### config.mk
export PLATFORM = sky130hd
export DESIGN_NAME = chls_ctrl
export DESIGN_NICKNAME = d
export VERILOG_FILES = /design/src/sv/chls_pkg.sv /design/src/sv/chls_ctrl.sv
export SDC_FILE = /design/constraint.sdc
export NUM_CORES = 1
export LEC_CHECK = 0
export BUFFER_PORTS_ARGS = -buffer_cell sky130_fd_sc_hd__buf_2
export CAP_MARGIN = 20
export CORE_MARGIN = 2
export CORE_UTILIZATION = 35
export DETAILED_ROUTE_END_ITERATION = 10
export GPL_ROUTABILITY_DRIVEN = 0
export PLACE_DENSITY = 0.62
export SETUP_SLACK_MARGIN = 0.15
export SLEW_MARGIN = 5
export SYNTH_ARGS = -nofsm -noshare
export SYNTH_HDL_FRONTEND = slang
export SYNTH_SLANG_ARGS = --single-unit
export TNS_END_PERCENT = 10
### constraint.sdc
create_clock -name clk -period 3.1 [get_ports clk]
set_clock_uncertainty 0.15 [all_clocks]
set_input_delay 0.155 -clock clk [delete_from_list [all_inputs] [get_ports clk]]
set_output_delay 0.155 -clock clk [all_outputs]
set_load 0.05 [all_outputs]
### src/sv/chls_pkg.sv
// Shared types and constants of the Cholesky linear solver.
// Holds the controller-to-datapath command and status structs.
// Depends on nothing; the datapath, controller, top level and testbench import it.
package chls_pkg;

  // Default build values and the fixed result limit.
  localparam int MAX_ORDER_DEF = 16;
  localparam int FRAC_BITS_DEF = 16;
  localparam int RESULT_LIMIT  = 16;

  // Loop counters hold 0 .. RESULT_LIMIT.
  localparam int CW = 5;

  // Register map: word index of each configuration register.
  localparam int         REG_SIZE_IN_USE = 0;
  localparam logic [4:0] SIZE_RESET      = 5'd16;

  // Kind of element that the datapath is working on.
  typedef enum logic [1:0] {
    OP_DIAG = 2'd0,  // pivot G[j][j]
    OP_OFF  = 2'd1,  // off-diagonal G[i][j]
    OP_FWD  = 2'd2,  // forward substitution y[i]
    OP_BWD  = 2'd3   // back substitution x[i]
  } op_t;

  // Commands from the controller to the datapath.
  typedef struct packed {
    op_t           op;
    logic [CW-1:0] i;
    logic [CW-1:0] j;
    logic [CW-1:0] k;
    logic [CW-1:0] e;
    logic          load;
    logic          clr_flags;
    logic          clr_acc;
    logic          mac_rd;
    logic          mul;
    logic          acc;
    logic          base_rd;
    logic          base;
    logic          unit_start;
    logic          wr;
    logic          emit_rd;
    logic          emit;
    logic          last;
  } cmd_t;

  // Status from the datapath to the controller.
  typedef struct packed {
    logic done;
  } status_t;

endpackage

### src/sv/chls_ctrl.sv
// Controller of the Cholesky linear solver: sequences factoring, both
// substitutions and the output of the unknowns. Depends on chls_pkg.
module chls_ctrl #(
  parameter int MAX_ORDER = chls_pkg::MAX_ORDER_DEF
) (
  input  logic              clk,
  input  logic              rst,
  input  logic              start,
  input  logic              start_solve,
  input  logic [4:0]        size_in_use,
  input  chls_pkg::status_t status,
  output logic              busy,
  output chls_pkg::cmd_t    cmd
);
  import chls_pkg::*;

  localparam int LIMIT = (MAX_ORDER < RESULT_LIMIT) ? MAX_ORDER : RESULT_LIMIT;

  typedef enum logic [11:0] {
    S_IDLE  = 12'b0000_0000_0001,
    S_OPEN  = 12'b0000_0000_0010,
    S_RD    = 12'b0000_0000_0100,
    S_MUL   = 12'b0000_0000_1000,
    S_ACC   = 12'b0000_0001_0000,
    S_BRD   = 12'b0000_0010_0000,
    S_BASE  = 12'b0000_0100_0000,
    S_UST   = 12'b0000_1000_0000,
    S_UWAIT = 12'b0001_0000_0000,
    S_WR    = 12'b0010_0000_0000,
    S_ERD   = 12'b0100_0000_0000,
    S_EOUT  = 12'b1000_0000_0000
  } state_t;

  state_t        state, state_next;
  op_t           op, op_next;
  logic [CW-1:0] n, n_next, i, i_next, j, j_next, k, k_next, e, e_next;
  logic [CW-1:0] n_calc, kstart, kend;

  // Order in use, and the bounds of the running dot product.
  always_comb begin
    if (size_in_use == '0) begin
      n_calc = CW'(1);
    end else if (size_in_use > CW'(LIMIT)) begin
      n_calc = CW'(LIMIT);
    end else begin
      n_calc = size_in_use;
    end
    kstart = (op == OP_BWD) ? (i + CW'(1)) : '0;
    if (op == OP_BWD) begin
      kend = n;
    end else if ((op == OP_DIAG) || (op == OP_OFF)) begin
      kend = j;
    end else begin
      kend = i;
    end
  end

  // Next state and commands.
  always_comb begin
    state_next = state;
    op_next    = op;
    n_next     = n;
    i_next     = i;
    j_next     = j;
    k_next     = k;
    e_next     = e;
    cmd        = '0;
    cmd.op     = op;
    cmd.i      = i;
    cmd.j      = j;
    cmd.k      = k;
    cmd.e      = e;
    unique case (state)
      S_IDLE: begin
        if (start) begin
          cmd.load = 1'b1;
          if (start_solve) begin
            cmd.clr_flags = 1'b1;
            n_next        = n_calc;
            op_next       = OP_DIAG;
            i_next        = '0;
            j_next        = '0;
            state_next    = S_OPEN;
          end
        end
      end
      S_OPEN: begin
        cmd.clr_acc = 1'b1;
        k_next      = kstart;
        state_next  = S_RD;
      end
      S_RD: begin
        if (k < kend) begin
          cmd.mac_rd = 1'b1;
          state_next = S_MUL;
        end else begin
          state_next = S_BRD;
        end
      end
      S_MUL: begin
        cmd.mul    = 1'b1;
        state_next = S_ACC;
      end
      S_ACC: begin
        cmd.acc    = 1'b1;
        k_next     = k + CW'(1);
        state_next = S_RD;
      end
      S_BRD: begin
        cmd.base_rd = 1'b1;
        state_next  = S_BASE;
      end
      S_BASE: begin
        cmd.base   = 1'b1;
        state_next = S_UST;
      end
      S_UST: begin
        cmd.unit_start = 1'b1;
        state_next     = S_UWAIT;
      end
      S_UWAIT: begin
        if (status.done) state_next = S_WR;
      end
      // Store the element and step to the next one.
      S_WR: begin
        cmd.wr     = 1'b1;
        state_next = S_OPEN;
        unique case (op)
          OP_DIAG: begin
            if (j + CW'(1) < n) begin
              op_next = OP_OFF;
              i_next  = j + CW'(1);
            end else begin
              op_next = OP_FWD;
              i_next  = '0;
            end
          end
          OP_OFF: begin
            if (i + CW'(1) < n) begin
              i_next = i + CW'(1);
            end else begin
              op_next = OP_DIAG;
              j_next  = j + CW'(1);
              i_next  = j + CW'(1);
            end
          end
          OP_FWD: begin
            if (i + CW'(1) < n) begin
              i_next = i + CW'(1);
            end else begin
              op_next = OP_BWD;
              i_next  = n - CW'(1);
            end
          end
          OP_BWD: begin
            if (i == '0) begin
              e_next     = '0;
              state_next = S_ERD;
            end else begin
              i_next = i - CW'(1);
            end
          end
          default: state_next = S_IDLE;
        endcase
      end
      S_ERD: begin
        cmd.emit_rd = 1'b1;
        state_next  = S_EOUT;
      end
      S_EOUT: begin
        cmd.emit = 1'b1;
        cmd.last = (e == n - CW'(1));
        if (e == n - CW'(1)) begin
          state_next = S_IDLE;
        end else begin
          e_next     = e + CW'(1);
          state_next = S_ERD;
        end
      end
      default: state_next = S_IDLE;
    endcase
  end

  assign busy = (state != S_IDLE);

  // State and loop counters.
  always_ff @(posedge clk) begin
    if (rst) begin
      state <= S_IDLE;
      op    <= OP_DIAG;
      n     <= CW'(1);
      i     <= '0;
      j     <= '0;
      k     <= '0;
      e     <= '0;
    end else begin
      state <= state_next;
      op    <= op_next;
      n     <= n_next;
      i     <= i_next;
      j     <= j_next;
      k     <= k_next;
      e     <= e_next;
    end
  end

endmodule

==> out/summary.txt, run 1 <==
Status - finished clean
Total grt overflow - 0
Final HPWL DP - 6420 um
Max IR drop VDD - 0.152 mV
Worst slew pin tran - 0.605 ns
Lkg Pwr - 1.50 nW
Final WS setup - 0.153 ns
Mapped Nets - 416
Effective utilization at floorplan - 36.1%
Worst-Skew Late Latency - 0.30 ns
Num ports - 46
Critical R2R Launch - j[0]
Fin nets - 466
Flop-to-flop setup slack - 0.32 ns
Cell variety after synth - 65
Dpl ws - 0.134 ns
CP Capture Type - output pin
Setup TNS - 0 ns
CP required - 2.79 ns
R2R cell count - 9
Startpoint Class - flop
Clock transition at path regs - 0.08 ns
Via count - 3,022
Fin area - 3530 um^2
Root buffer selected by CTS - clkbuf_8
WHS - 0.0147 ns
FF-to-FF End - op[0]
Final Critical Period - 2.95 ns
Total power - 1.01 mW
Max H-tree Level - 2
Longest Clk Path Bufs - 2
HP Class - primary input to flop
Pin count of the biggest net entering global routing - 32
Final slew viol count - 0
Vias in the first global route - 2,828
Synth Register Bits - 39
Routed wire length - 8570 um
Die Span X - 95.8 um
Commonest register cell after synthesis - dfxtp_1
Die height - 95.8 um
Row count - 33
TritonCTS Buffers - 5
Post-synthesis cell area - 2950 um^2
Number of synthesized flops with an enable pin - 0
DRC Markers - 0
Core ar. - 8180 um^2
Max-Cap Viols - 0
Post-Synthesis Cells - 382
Inst Count DP - 523
Kind of critical path - flop to output pin
Routed wire length per instance - 15.9 um
Global-route wire length before repair - 14,000 um
RSZ-0062 raised after global routing - true
Initial antenna violation count - 0
Crit path to - cmd[9]
Synth-to-Final Area Change - 19.6%
Hold Violations, Final - 0
Avg Inst Size Synth - 7.73 um^2
Placed cell areas - 3300 um^2
Max-slew headroom - 59.7%
First drt pass iteration count - 4
Pwr dens - 287 nW/um^2
Detail Route Antenna Nets - 0
Share of cells above drive strength 1 - 21.9%
Crit path from - op[1]
Synth async-reset ratio - 0%
Final period utilization - 95.1%
Initial drt markers - 177
F_max - 339 MHz
N_diodes - 0
Vias per Instance - 5.62
Post-layout util - 43.2%
CTS tree - done
Gr usage total - 19.5%
Clock sinks - 39
Final cell count without fillers - 538
Critical path peak fanout - 7
I/O Buffers - 45
Arr. time, crit path - 2.64 ns
Total die area - 9180 um^2
Setup violators final - 0
Synthesis warning total - 0
Sequential cell area fraction in the yosys report - 26.5%
## placed cells by master, fill, tap and decap left out, types with 5 or more instances in the layout
cell      count
o211ai_1      5
buf_4        16
a21oi_1      35
nand3_1      14
a31oi_1       5
nand2_1      38
nor3b_1       6
inv_1        18
clkbuf_8      5
and2_1        5
o21ai_0      20
ha_1         20
nor3_1       13
buf_2        44
xnor2_1      10
xor2_1        8
nor2_1       29
nor4_1        6
dfxtp_1      34
## state kept, by name, summed over array words and instances (netlist names)
name	flops
e	5
i	5
j	5
k	5
n	5
op	2
state	12
## synthesized netlist by cell type, types with 4 or more instances
cell type | count | area [um^2]
o211ai_1 | 5 | 37.5
a21o_1 | 4 | 30.0
inv_1 | 20 | 75.1
a21oi_1 | 37 | 185
a31oi_1 | 5 | 31.3
nand3b_1 | 4 | 30.0
a211oi_1 | 4 | 30.0
xor2_1 | 9 | 78.8
xnor2_1 | 11 | 96.3
nor4_1 | 6 | 37.5
nand2_1 | 38 | 143
o31ai_1 | 4 | 30.0
nor3_1 | 13 | 65.1
or3_1 | 4 | 25.0
dfxtp_1 | 39 | 781
nand3_1 | 14 | 70.1
and2_1 | 5 | 31.3
nor3b_1 | 6 | 45.0
ha_1 | 24 | 300
o21ai_0 | 21 | 105
or4_1 | 4 | 30.0
nor2_1 | 30 | 113
clkbuf_1 | 12 | 45.0
## critical path, stage by stage (launching register included)
cell and delay (ns):
dfxtp_4 0.38, inv_4 0.05, ha_4 0.18, nor2_4 0.13, nand2_1 0.06, a21oi_1 0.15
a21oi_1 0.07, ha_1 0.32, a21oi_1 0.15, a21oi_1 0.08, a211o_1 0.26, nor4bb_2 0.28
buf_4 0.24
## cells by family after synthesis
group / after synthesis / synth area share, %
flops: 39 / 26.5
compound gates: 108 / 23.0
buf+inv: 39 / 5.60
simple gates: 148 / 27.1
xor+xnor: 21 / 6.70
mux: 3 / 1.02
fa+ha+maj: 24 / 10.2
## how the worst min path moves through the flow
stage | from | endpoint | slack, ns | cells after the start
floorplan | size_in_use[4] | n[4] | 0.14 | 2
global placement | size_in_use[4] | n[4] | 0.29 | 3
detailed placement | size_in_use[4] | n[4] | 0.30 | 3
CTS | status | state[0] | 0.01 | 3
global route | status | state[8] | 0.04 | 4
finish | status | state[0] | 0.01 | 3
## layer usage
metal  part of all wire (%)  up-vias  global-route usage, %  wire (um)
met5                      0        -                      0          0
met4                    1.8        0                   6.90        157
met3                    5.5       12                   2.66        470
met2                     47       87                   32.9       4020
met1                     46     1431                   25.3       3920
li1                       -     1492                      -          -
## power breakdown
part | internal, mW | leakage [nW] | switching (mW)
registers | 0.503 | 0.318 | 0.0109
logic | 0.0505 | 1.14 | 0.0998
clock network | 0.158 | 0.0422 | 0.190
## area by class of cell
class                      instances  area [um^2]
inverter                          21         88.8
multi-input combinational        304         2080
fill                             873         4650
clock buffer                       7         76.3
timing repair buffer              61          350
tap                              105          131
clock inverter                     1         5.00
sequential                        39          795
## repair_timing
item | 4_1_cts | 5_1_grt
hold endpoints to repair | 1 | 0
pin swaps | 8 | 1
setup endpoints to repair | 2 | 9
resized for setup | 15 | 10
hold buffers | 1 | 0
buffers inserted | 6 | 0
Power figures use the tool's default switching activity.
==> run 2: changes to the inputs <==
- SETUP_SLACK_MARGIN: 0.15 -> 0.3
==> run 2 against run 1 <==
Effect of this change: critical path depth did not move; setup slack got worse by 0.11 ns; count of clock-buffer cells in the layout fell by 2; largest cell class unchanged; clock power rose by 3%.
==> out/summary.txt, run 2 (synthesized netlist as in run 1, its figures left out) <==
Status - finished clean (unchanged)
Dpl ws - 0.105 ns (was 0.134 ns)
F_max - 328 MHz (was 339 MHz)
Final HPWL DP - 6390 um (was 6420 um)
Die height - 95.8 um (unchanged)
Max-Cap Viols - 0 (unchanged)
Placed cell areas - 3300 um^2 (about the same)
Multi-input logic area - 2120 um^2 (was 2080 um^2)
Max-slew headroom - 58.0% (was 59.7%)
R2R cell count - 9 (unchanged)
Effective utilization at floorplan - 36.1% (unchanged)
Most common cell after layout, fill and taps aside - buf_2 (unchanged)
Die Span X - 95.8 um (unchanged)
Final cell count without fillers - 546 (was 538)
WHS - 0.0375 ns (was 0.0147 ns)
CP Capture Type - output pin (unchanged)
Final WS setup - 0.0474 ns (was 0.153 ns)
Gr usage total - 19.3% (was 19.5%)
Fin nets - 474 (was 466)
N_diodes - 0 (unchanged)
Post-layout util - 44.6% (was 43.2%)
Total grt overflow - 0 (unchanged)
Setup violators final - 0 (unchanged)
Lkg Pwr - 1.56 nW (was 1.50 nW)
I/O Buffers - 45 (unchanged)
HP Class - primary input to flop (unchanged)
Detail Route Antenna Nets - 0 (unchanged)
First drt pass iteration count - 6 (was 4)
Pin count of the biggest net entering global routing - 32 (unchanged)
TritonCTS Buffers - 5 (unchanged)
Reg with most FFs - state (unchanged)
Clock sinks - 39 (unchanged)
CTS tree - done (unchanged)
Global-route wire length before repair - 13,800 um (was 14,000 um)
Longest Clk Path Bufs - 2 (unchanged)
Routed wire length - 8920 um (was 8570 um)
RSZ-0062 raised after global routing - true (unchanged)
Inst Count DP - 522 (was 523)
Num ports - 46 (unchanged)
Vias in the first global route - 2,748 (was 2,828)
Root buffer selected by CTS - clkbuf_8 (unchanged)
DRC Markers - 0 (unchanged)
Synth-to-Final Area Change - 23.5% (was 19.6%)
Worst-Skew Late Latency - 0.30 ns (about the same)
Critical path peak fanout - 4 (was 7)
Arr. time, crit path - 2.75 ns (was 2.64 ns)
CP required - 2.79 ns (about the same)
Setup TNS - 0 ns (unchanged)
Hold Violations, Final - 0 (unchanged)
Commonest cells after routing, fill and taps aside - 44 x buf_2, 37 x nand2_1, 30 x dfxtp_1 (was 44 x buf_2, 38 x nand2_1, 35 x a21oi_1)
Fin area - 3640 um^2 (was 3530 um^2)
Core ar. - 8180 um^2 (unchanged)
Share of cells above drive strength 1 - 26.8% (was 21.9%)
Crit path from - op[0] (was op[1])
Total die area - 9180 um^2 (unchanged)
Startpoint Class - flop (unchanged)
Fill cells - 822 (was 873)
Vias per Instance - 5.62 (about the same)
Via count - 3,071 (was 3,022)
Flop-to-flop setup slack - 0.25 ns (was 0.32 ns)
Initial antenna violation count - 0 (unchanged)
Final slew viol count - 0 (unchanged)
Final Critical Period - 3.05 ns (was 2.95 ns)
Max H-tree Level - 2 (unchanged)
Final period utilization - 98.5% (was 95.1%)
Clock transition at path regs - 0.09 ns (was 0.08 ns)
Kind of critical path - flop to output pin (unchanged)
Routed wire length per instance - 16.3 um (was 15.9 um)
Max reg flops - 12 (unchanged)
Critical R2R Launch - j[0] (unchanged)
Initial drt markers - 208 (was 177)
Worst slew pin tran - 0.630 ns (was 0.605 ns)
Pwr dens - 281 nW/um^2 (was 287 nW/um^2)
Crit path to - cmd[9] (unchanged)
Total power - 1.02 mW (was 1.01 mW)
Max IR drop VDD - 0.251 mV (was 0.152 mV)
Row count - 33 (unchanged)
FF-to-FF End - op[0] (unchanged)
Reg area - 797 um^2 (was 795 um^2)
## run 2: changes by cell type in the layout (fill, tap and decap cells not counted), sizes merged
cell         before  now
clkbuf            7    5
dlygate4sd3       1    2
buf              60   67
inv              20   21
clkinvlp          0    1
## run 2: routing by layer
metal	vias up	global-route usage, %	part of all wire, %
met1	1448	25.6	46
met3	14	3.68	4.9
met4	0	4.64	1.7
met5	-	0	0
li1	1506	-	-
met2	103	32.2	47
## run 2: final cells by class
class / instances / area share (%)
Multi-Input combinational cell: 304 / 58.2
Sequential cell: 39 / 21.9
Timing Repair Buffer: 69 / 11.5
Tap cell: 105 / 3.60
Inverter: 21 / 2.44
Clock buffer: 5 / 1.89
Clock inverter: 3 / 0.515
## run 2: worst min-delay path by stage
stage / start / depth (start not counted) / endpoint
after detailed placement: size_in_use[4] / 3 / n[4]
final: size_in_use[0] / 3 / n[0]
after CTS: size_in_use[0] / 3 / n[0]
after global routing: size_in_use[0] / 3 / n[0]
after global placement: size_in_use[4] / 3 / n[4]
after floorplan: size_in_use[4] / 2 / n[4]
## run 2: worst max-delay path, cell delays in order, from the launching register on
cell and delay, ns:
dfxtp_4 0.40, inv_4 0.05, ha_4 0.17, buf_4 0.14, o21ai_2 0.14, a21oi_2 0.08
a21oi_2 0.11, ha_1 0.26, a21oi_2 0.15, a21oi_2 0.06, a211o_1 0.31, nor4bb_2 0.31
buf_4 0.25
## run 2: repair_timing
action                     4_1_cts  5_1_grt
resized for setup               17       21
buffers inserted                 9        5
hold endpoints to repair         2        0
pin swaps                        9       12
hold buffers                     2        0
setup endpoints to repair        4       14
## run 2: report_power, final
group	internal, mW	leakage [nW]	switching (mW)	total [mW]
Clock	0.158	0.0445	0.202	0.359
Combinational	0.0509	1.19	0.0993	0.150
Sequential	0.504	0.319	0.0105	0.515
